### src/rtl/pbca_pkg.sv
`default_nettype none

package pbca_pkg;

   // operation codes held in the op_mode register
   typedef enum logic [2:0] {
      OP_MULTIPLY = 3'd0,
      OP_SUBTRACT = 3'd1,
      OP_SCREEN   = 3'd2,
      OP_OVERLAY  = 3'd3,
      OP_ADD      = 3'd4,
      OP_SCALE    = 3'd5
   } op_mode_type;

   // configuration register indexes
   localparam logic [1:0] CSR_OP_MODE        = 2'd0;
   localparam logic [1:0] CSR_CHANNEL_SELECT = 2'd1;
   localparam logic [1:0] CSR_CHANNEL_AMOUNT = 2'd2;

   // channel selector codes
   localparam logic [1:0] CHAN_BLUE  = 2'd0;
   localparam logic [1:0] CHAN_GREEN = 2'd1;
   localparam logic [1:0] CHAN_RED   = 2'd2;

   // floor(y / 255) = q0 or q0 + 1, with q0 = (y * RECIP_255) >> RECIP_SHIFT
   localparam logic [14:0] RECIP_255   = 15'd16448;
   localparam int          RECIP_SHIFT = 22;

   // what a lane does with its word once the operands are formed
   typedef enum logic [1:0] {
      KIND_BLEND,
      KIND_SCALE,
      KIND_DIRECT
   } lane_kind_type;

   // per-lane control from the configuration registers
   typedef struct packed {
      logic [2:0]          op_mode;
      logic                selected;
      logic signed [8:0]   amount;
   } lane_ctrl_type;

endpackage

`default_nettype wire

### src/rtl/pixel_blend_and_channel_adjust.sv
`default_nettype none

// channel  | direction | ports                                  | handshake
// ---------+-----------+----------------------------------------+----------------
// req      | in        | top_* / bottom_* (8 bits each)         | req_valid/ready
// rsp      | out       | out_blue / out_green / out_red         | rsp_valid/ready
// csr      | in        | csr_index (2 bits), csr_data (9 bits)  | csr_valid/ready
//
// one word per cycle sustained while rsp_ready stays high; each word passes
// through two lane stages and then the merged result register
// the whole pipeline moves together: it advances when the result register
// is empty or being taken, so req_ready follows rsp_ready through one gate
// synchronous reset clears the valid bits and loads the register defaults
// csr writes are always taken; index three is ignored

module pixel_blend_and_channel_adjust (
   input  wire logic       clock,
   input  wire logic       reset,

   input  wire logic       req_valid,
   output logic            req_ready,
   input  wire logic [7:0] req_top_blue,
   input  wire logic [7:0] req_top_green,
   input  wire logic [7:0] req_top_red,
   input  wire logic [7:0] req_bottom_blue,
   input  wire logic [7:0] req_bottom_green,
   input  wire logic [7:0] req_bottom_red,

   output logic            rsp_valid,
   input  wire logic       rsp_ready,
   output logic [7:0]      rsp_out_blue,
   output logic [7:0]      rsp_out_green,
   output logic [7:0]      rsp_out_red,

   input  wire logic       csr_valid,
   output logic            csr_ready,
   input  wire logic [1:0] csr_index,
   input  wire logic [8:0] csr_data
);

   // configuration registers
   logic [2:0]        op_mode_ff;
   logic [1:0]        chan_sel_ff;
   logic signed [8:0] amount_ff;

   assign csr_ready = 1'b1;

   always_ff @(posedge clock) begin
      if (reset) begin
         op_mode_ff  <= pbca_pkg::OP_MULTIPLY;
         chan_sel_ff <= pbca_pkg::CHAN_RED;
         amount_ff   <= '0;
      end else if (csr_valid) begin
         unique case (csr_index)
            pbca_pkg::CSR_OP_MODE:        op_mode_ff  <= csr_data[2:0];
            pbca_pkg::CSR_CHANNEL_SELECT: chan_sel_ff <= csr_data[1:0];
            pbca_pkg::CSR_CHANNEL_AMOUNT: amount_ff   <= $signed(csr_data);
            default: begin
               // out-of-range index, write dropped
            end
         endcase
      end
   end

   // global pipeline advance
   logic advance;
   logic s1_valid_ff, s2_valid_ff, rsp_valid_ff;

   assign advance   = !rsp_valid_ff || rsp_ready;
   assign req_ready = advance;
   assign rsp_valid = rsp_valid_ff;

   always_ff @(posedge clock) begin
      if (reset) begin
         s1_valid_ff  <= 1'b0;
         s2_valid_ff  <= 1'b0;
         rsp_valid_ff <= 1'b0;
      end else if (advance) begin
         s1_valid_ff  <= req_valid;
         s2_valid_ff  <= s1_valid_ff;
         rsp_valid_ff <= s2_valid_ff;
      end
   end

   // one lane per color channel; only the selected lane sees add/scale
   pbca_pkg::lane_ctrl_type ctrl_blue, ctrl_green, ctrl_red;
   logic [7:0]              lane_blue, lane_green, lane_red;

   always_comb begin
      ctrl_blue.op_mode   = op_mode_ff;
      ctrl_blue.amount    = amount_ff;
      ctrl_blue.selected  = (chan_sel_ff == pbca_pkg::CHAN_BLUE);
      ctrl_green.op_mode  = op_mode_ff;
      ctrl_green.amount   = amount_ff;
      ctrl_green.selected = (chan_sel_ff == pbca_pkg::CHAN_GREEN);
      ctrl_red.op_mode    = op_mode_ff;
      ctrl_red.amount     = amount_ff;
      ctrl_red.selected   = (chan_sel_ff == pbca_pkg::CHAN_RED);
   end

   pbca_lane u_lane_blue (
      .clock      (clock),
      .advance    (advance),
      .ctrl       (ctrl_blue),
      .top_pix    (req_top_blue),
      .bottom_pix (req_bottom_blue),
      .result     (lane_blue)
   );

   pbca_lane u_lane_green (
      .clock      (clock),
      .advance    (advance),
      .ctrl       (ctrl_green),
      .top_pix    (req_top_green),
      .bottom_pix (req_bottom_green),
      .result     (lane_green)
   );

   pbca_lane u_lane_red (
      .clock      (clock),
      .advance    (advance),
      .ctrl       (ctrl_red),
      .top_pix    (req_top_red),
      .bottom_pix (req_bottom_red),
      .result     (lane_red)
   );

   // merge stage: the three lane results form one output word
   logic [7:0] out_blue_ff, out_green_ff, out_red_ff;

   always_ff @(posedge clock) begin
      if (advance) begin
         out_blue_ff  <= lane_blue;
         out_green_ff <= lane_green;
         out_red_ff   <= lane_red;
      end
   end

   assign rsp_out_blue  = out_blue_ff;
   assign rsp_out_green = out_green_ff;
   assign rsp_out_red   = out_red_ff;

endmodule

`default_nettype wire

### src/rtl/pbca_lane.sv
`default_nettype none

module pbca_lane (
   input  wire logic                    clock,
   input  wire logic                    advance,
   input  wire pbca_pkg::lane_ctrl_type ctrl,
   input  wire logic [7:0]              top_pix,
   input  wire logic [7:0]              bottom_pix,
   output logic [7:0]                   result
);

   // stage 1: operand select, one shared 9x9 signed multiplier
   pbca_pkg::lane_kind_type kind_in, kind1_ff, kind2_in, kind2_ff;
   logic                    comp_in, comp1_ff, comp2_ff;
   logic                    quad_in, quad1_ff;
   logic [7:0]              direct_in, direct1_ff, direct2_in, direct2_ff;
   logic [7:0]              mul_a;
   logic signed [8:0]       mul_b;
   logic signed [17:0]      prod_in, prod1_ff;
   logic [8:0]              diff;
   logic signed [9:0]       add_sum;

   always_comb begin
      diff    = {1'b0, top_pix} - {1'b0, bottom_pix};
      add_sum = $signed({2'b00, top_pix}) + {ctrl.amount[8], ctrl.amount};
      kind_in   = pbca_pkg::KIND_DIRECT;
      comp_in   = 1'b0;
      quad_in   = 1'b0;
      direct_in = top_pix;
      mul_a     = top_pix;
      mul_b     = $signed({1'b0, bottom_pix});
      unique case (ctrl.op_mode)
         pbca_pkg::OP_MULTIPLY: begin
            kind_in = pbca_pkg::KIND_BLEND;
         end
         pbca_pkg::OP_SUBTRACT: begin
            direct_in = diff[8] ? 8'd0 : diff[7:0];
         end
         pbca_pkg::OP_SCREEN: begin
            kind_in = pbca_pkg::KIND_BLEND;
            comp_in = 1'b1;
            mul_a   = ~top_pix;
            mul_b   = $signed({1'b0, ~bottom_pix});
         end
         pbca_pkg::OP_OVERLAY: begin
            kind_in = pbca_pkg::KIND_BLEND;
            quad_in = 1'b1;
            if (bottom_pix[7]) begin
               comp_in = 1'b1;
               mul_a   = ~top_pix;
               mul_b   = $signed({1'b0, ~bottom_pix});
            end
         end
         pbca_pkg::OP_ADD: begin
            if (ctrl.selected) begin
               if (add_sum[9])
                  direct_in = 8'd0;
               else if (add_sum[8])
                  direct_in = 8'hFF;
               else
                  direct_in = add_sum[7:0];
            end
         end
         pbca_pkg::OP_SCALE: begin
            if (ctrl.selected) begin
               kind_in = pbca_pkg::KIND_SCALE;
               mul_b   = ctrl.amount;
            end
         end
         default: begin
            kind_in = pbca_pkg::KIND_DIRECT;
         end
      endcase
      prod_in = $signed({1'b0, mul_a}) * mul_b;
   end

   always_ff @(posedge clock) begin
      if (advance) begin
         kind1_ff   <= kind_in;
         comp1_ff   <= comp_in;
         quad1_ff   <= quad_in;
         direct1_ff <= direct_in;
         prod1_ff   <= prod_in;
      end
   end

   // stage 2: rounding offset, halve, reciprocal multiply by 1/255; clamp of scale products
   logic [17:0] round_sum;
   logic [16:0] half_in, half2_ff;
   logic [31:0] recip_prod;
   logic [9:0]  q0_in, q0_ff;

   always_comb begin
      round_sum  = (quad1_ff ? {prod1_ff[15:0], 2'b00} : {1'b0, prod1_ff[15:0], 1'b0})
                   + 18'd255;
      half_in    = round_sum[17:1];
      recip_prod = {15'd0, half_in} * {17'd0, pbca_pkg::RECIP_255};
      q0_in      = recip_prod[pbca_pkg::RECIP_SHIFT +: 10];
      kind2_in   = kind1_ff;
      direct2_in = direct1_ff;
      if (kind1_ff == pbca_pkg::KIND_SCALE) begin
         kind2_in = pbca_pkg::KIND_DIRECT;
         if (prod1_ff[17])
            direct2_in = 8'd0;
         else if (prod1_ff[16:8] != 9'd0)
            direct2_in = 8'hFF;
         else
            direct2_in = prod1_ff[7:0];
      end
   end

   always_ff @(posedge clock) begin
      if (advance) begin
         kind2_ff   <= kind2_in;
         comp2_ff   <= comp1_ff;
         direct2_ff <= direct2_in;
         half2_ff   <= half_in;
         q0_ff      <= q0_in;
      end
   end

   // stage 3: quotient correction, complement for screen-style results
   logic [17:0] q0_times;
   logic [17:0] rem;
   logic [9:0]  quot;
   logic [7:0]  blend_val;

   always_comb begin
      q0_times  = {q0_ff, 8'd0} - {8'd0, q0_ff};
      rem       = {1'b0, half2_ff} - q0_times;
      quot      = (rem >= 18'd255) ? q0_ff + 10'd1 : q0_ff;
      blend_val = comp2_ff ? ~quot[7:0] : quot[7:0];
      result    = (kind2_ff == pbca_pkg::KIND_BLEND) ? blend_val : direct2_ff;
   end

endmodule

`default_nettype wire

### config.mk
export PLATFORM = sky130hd
export DESIGN_NAME = pixel_blend_and_channel_adjust
export DESIGN_NICKNAME = d
export VERILOG_FILES = /design/src/rtl/pbca_pkg.sv /design/src/rtl/pixel_blend_and_channel_adjust.sv /design/src/rtl/pbca_lane.sv
export SDC_FILE = /design/constraint.sdc
export NUM_CORES = 1
export LEC_CHECK = 0
export ABC_AREA = 0
export BUFFER_PORTS_ARGS = -buffer_cell sky130_fd_sc_hd__buf_4
export CAP_MARGIN = 10
export CORE_UTILIZATION = 60
export CTS_BUF_LIST = sky130_fd_sc_hd__clkbuf_16
export DETAILED_ROUTE_END_ITERATION = 8
export HOLD_SLACK_MARGIN = 0.03
export PLACE_DENSITY = 0.8
export SLEW_MARGIN = 20
export SYNTH_ARGS = -nofsm -noshare
export SYNTH_HDL_FRONTEND = slang
export SYNTH_SLANG_ARGS = --single-unit
### constraint.sdc
create_clock -name clock -period 26.5 [get_ports clock]
set_input_delay 7.95 -clock clock [delete_from_list [all_inputs] [get_ports clock]]
set_output_delay 7.95 -clock clock [all_outputs]
set_load 0.05 [all_outputs]
After elaboration in Yosys (flattened, before gate mapping). Cells that the tools add are included. Widths: inputs -> output; s select.

Bits of input ports: 64. Memories: 0. Logic and storage cells: 164. Flip-flop bits (word level): 243. RAM bits: 0. Latch bits: 0. Bits in read-only memories: 0. Output and inout bits: 27.

$lt $le $gt $ge: 3. Multiply operators: 6. Div/mod/pow operators: 0. Shift operators: 0. Reductions and logical operators: 15. Bitwise gates (word level): 9. Multiplexer cells: 64. $add $sub $neg: 18. Equal/unequal tests: 12.

Operator list (number): $mux 8 (36); $pmux 8 s2 (6); $pmux 9 s3 (3); $mul 17x9->26 const B (3); $not 8->8 (9); $add 18x8->18 const B (3); $ge 18x8->1 const B (3); $mul 9x9->18 (3); $mux 18 (3); $sub 17x18->18 (3); $sub 18x10->18 (3); $add 9x9->10 (3); $mux 9 (3); $reduce_bool 9->1 (3); $sub 8x8->9 (3); $add 8x1->8 const B (3); $pmux 2 s2 (3); $eq 2x1->1 const B (5); $logic_not 2->1 (5); $eq 3x2->1 const B (2); $eq 3x3->1 const B (2); $mux 2 (3); $pmux 1 s2 (3); $reduce_and 2->1 (3); 7 further kinds (11).

Logic depth before layout (Yosys ltp).
Depth in word-level cells: 7. Gate-level depth with buffers: 31. Mapped depth without buffers: 26.

By module. A second synthesis with hierarchy kept.

Cells, all modules: 2884. Area, all modules: 26862.0 um^2.

By module, submodules not included: pbca_lane at u_lane_blue (area each 8592.0 um^2, cells an instance 960, seq. area each 2042.0 um^2, instances 1); pbca_lane at u_lane_red (area each 8490.6 um^2, cells an instance 924, seq. area each 2042.0 um^2, instances 1); pbca_lane at u_lane_green (area each 8373.0 um^2, cells an instance 902, seq. area each 2042.0 um^2, instances 1); pixel_blend_and_channel_adjust (area each 1406.3 um^2, cells an instance 98, seq. area each 1061.0 um^2, instances 1).

Worst setup path before layout. Ideal clock, no wire load.

Path kind: input -> output. From: input port rsp_ready. To: output port req_ready. Stages on the path: 1. Arrival time: 13.797 ns. Path buffers: 0. Required time: 18.550 ns. Path slack: 4.753 ns. Cells stage by stage: nand2b_1.

Word-level cells in the longest chain between the ends: 1.

RTL lines: from (decl) (RTL line pixel_blend_and_channel_adjust.sv:30) `input wire logic rsp_ready,`; $logic_or 1x1->1 (RTL line pixel_blend_and_channel_adjust.sv:69) `assign advance = !rsp_valid_ff || rsp_ready;`; to (decl) (RTL line pixel_blend_and_channel_adjust.sv:21) `output logic req_ready,`.

Every way passes these cells.

Worst setup path in the final report. Same ends and word-level chain as after synthesis.

==> metrics.txt <==
Seq cells post-synth 243; # DRC 0; area growth from synthesis to layout 6.75%; largest net degree at the start of global routing roughly 180; worst-margin pin slew between 1 and 1.5 ns; LEAKAGE between 10 and 15 nW; crit share post-route approximately 64%; row count 77; sequential power share 21.4%; # Max-Cap Violations 0; P_int roughly 1.8 mW; CTS tree built; largest family of logic cells by synthesized area adder cells; vias per cell roughly 5.9; fin crit period around 17 ns; first-pass GRT wire length about 100000 µm; hold buffer count at CTS 0; crit-path cells buf_4 > nand2b_4 > buf_4; Seq/Total Area, Yosys between 20% and 30%; skew final about 0.031 ns; latest clock arrival within the worst-skew pair around 0.57 ns; number of synthesis warnings 0; simple-gate share of the synthesized area 14.9%; maximum vdd drop roughly 0.057 mV; reg2reg path depth 24; syn_nets about 3500; sw frac between 40% and 50%; post-CTS sizing 0; Comb power frac 68.8%; worst-path fanout max 56; Avg Cell Area, Syn a little over 9 µm²; CP arrival roughly 9.0 ns; H-Tree Depth 1; FFs w/ async S/R, synth 0%; Syn Inst Count just under 3000; core box area approximately 0.044 mm²; Worst EP required around 19 ns; FF-to-FF End u_lane_blue.prod1_ff[17]; Setup crit start kind input port; fmax slightly below 0.06 GHz; WL/cell 17.3 µm; Pwr Density between 100 and 150 mW/mm²; ratio of cells with drive above 1 in the final layout approximately 7%; Switch Pwr between 1.5 and 2 mW; setup bufs post-CTS 0; clk buf depth 3; # setup viols final 0; worst hold path class reg2reg; Final ANT Viol Nets 0; mapped cell area about 0.027 mm²; flop-to-flop setup slack around 18 ns; Initial Util 60.9%; # port buffers 89; Detailed Route Iter0 Violations about 1500; crit path to req_ready; routed vias roughly 21000; outcome completed; Clock Root Buffer clkbuf_16; Final Util between 60 and 70%; TritonCTS buffer count 25; Setup CP Type in2out; adder-cell share of the synthesized area approximately 28%; # clock sinks approximately 240; Reg-to-Reg Start op_mode_ff[0]; Top Ports around 90; slowest stage delay, CP slightly below 0.6 ns; max_slew headroom between 20% and 30%; total global routing overflow 0; Synth cell types about 100; total negative slack 0 ns; min setup slack post-route 9.54 ns; post-layout net count between 3000 and 4000; mux cell area share after synthesis 1.93%; # diodes 0; RSZ-0062 raised after global routing no; Main synth FF type edfxtp_1; xor and xnor fraction of the mapped netlist area between 7 and 8%; Final Non-Filler Cells 3564; post-DP HPWL a little under 50000 µm; Crit. End Element output port; routability-driven placement congestion ratio ~0.95; WL final 61700 µm; die area ~0.046 mm²; number of synthesized flops with an enable pin about 230; number of placed instances, taps included 3518; Die W 214 µm; vias in the first global route about 21000; initial antenna violation count 0; Slew Viols, Final 0; most frequent CP cell buf_4; Clk pin slew, worst setup/hold paths about 0.06 ns; Global Route Usage Sum between 20% and 30%; CP max-delay cell nand2b_4; Final Hold Violating Endpoints 0; clock share of power approximately 9.9%; area fraction in compound gates after synthesis roughly 15%; crit path launch rsp_ready; Initial DRT Pass Iterations 6; DIE HEIGHT between 200 and 250 µm; worst slack, placed about 9.5 ns
[sequential cells by signal, indices dropped and copies added, names as in the netlist, 3 cells and up]
register,flops
rsp_out_blue,8
u_lane_green.direct2_ff,8
u_lane_green.direct1_ff,8
u_lane_blue.q0_ff,10
amount_ff,9
u_lane_red.prod1_ff,18
u_lane_blue.half2_ff,17
u_lane_green.prod1_ff,18
rsp_out_red,8
u_lane_blue.prod1_ff,18
rsp_out_green,8
u_lane_blue.direct1_ff,8
u_lane_red.half2_ff,17
u_lane_green.q0_ff,10
u_lane_red.direct2_ff,8
op_mode_ff,3
u_lane_red.direct1_ff,8
u_lane_green.half2_ff,17
u_lane_red.q0_ff,10
u_lane_blue.direct2_ff,8
[power by group through the flow]
stage / Clock [mW] / Sequential [mW] / Combinational (mW)
after floorplan: 0 / 0.730 / 1.82
after global placement: 0 / 0.724 / 2.20
after detailed placement: 0 / 0.731 / 2.29
after CTS: 0.342 / 0.724 / 2.32
after global routing: 0.354 / 0.742 / 2.62
final: 0.335 / 0.726 / 2.34
[worst max-delay path, delay by kind of cell]
family / cells / cell delay, ns
AND/OR/NAND/NOR: 1 / 0.59
buffers and inverters: 2 / 0.42
[synthesized netlist by cell type, types with 23 or more instances]
cell	count	area share, %
a21o_1	49	1.4
fa_1	141	10
nor2_1	272	3.8
clkbuf_1	56	0.78
nor2b_1	45	1.0
xnor2_1	149	4.8
inv_1	394	5.5
o21a_1	43	1.2
o21ai_0	77	1.4
a21oi_1	117	2.2
o31ai_1	33	0.92
edfxtp_1	226	25
nand2_1	231	3.2
and2_1	23	0.53
nor3_1	45	0.83
nand2b_1	37	0.86
xor2_1	76	2.5
ha_1	372	17
mux2i_1	42	1.6
or2_2	25	0.58
nand3_1	50	0.93
o211ai_1	28	0.78
[layout by cell type, fill, tap and decap left out, drive strengths merged, types with 35 or more instances in the layout]
cell type	count
nand3	51
a21oi	118
nor2	273
nor3	47
nand2b	37
xor2	76
o21a	43
o31ai	35
fa	141
a21o	50
nor2b	45
o21ai	87
inv	406
nand2	232
edfxtp	226
xnor2	149
buf	97
mux2i	42
ha	372
[layout make-up]
| cell class | count | area [µm²] |
|---|---|---|
| clock inverter | 20 | 128 |
| inverter | 394 | 1480 |
| timing repair buffer | 97 | 741 |
| tap | 592 | 741 |
| fill | 3574 | 15500 |
| sequential | 243 | 7130 |
| multi-input combinational | 2192 | 17900 |
| clock buffer | 26 | 651 |
[cell families after synthesis]
family	Yosys count
AND/OR/NAND/NOR	845
adder cells (fa/ha/maj)	513
flip-flops	243
AO/OA/AOI/OAI	557
multiplexers	51
other	1
buffers and inverters	486
XOR/XNOR	225
[worst min-delay path by stage]
| stage | startpoint | end | slack (ns) | depth (start not counted) |
|---|---|---|---|---|
| after global routing | u_lane_green.comp1_ff | u_lane_green.comp2_ff | 0.44 | 0 |
| after detailed placement | u_lane_blue.comp1_ff | u_lane_blue.comp2_ff | 0.41 | 0 |
| final | u_lane_blue.comp1_ff | u_lane_blue.comp2_ff | 0.42 | 0 |
| after CTS | u_lane_blue.comp1_ff | u_lane_blue.comp2_ff | 0.42 | 0 |
| after floorplan | u_lane_blue.comp1_ff | u_lane_blue.comp2_ff | 0.40 | 0 |
| after global placement | u_lane_blue.comp1_ff | u_lane_blue.comp2_ff | 0.41 | 0 |
[per-stage QoR]
| step | area (µm²) | hold WS (ns) | total power, mW |
|---|---|---|---|
| after floorplan | 27000 | 0.400 | 2.55 |
| after global placement | 28000 | 0.407 | 2.93 |
| final | 28800 | 0.420 | 3.40 |
| after CTS | 28800 | 0.422 | 3.39 |
| after global routing | 28800 | 0.438 | 3.72 |
| after detailed placement | 28000 | 0.408 | 3.02 |
[metal layers]
layer / vias up / track usage, % / wire length [µm]
met5: - / 0 / 0
met4: 0 / 10.1 / 2240
met3: 146 / 2.96 / 3890
met2: 768 / 45.1 / 28600
met1: 9957 / 36.2 / 27000
li1: 10200 / - / -
(Power assumes the default switching activity.)
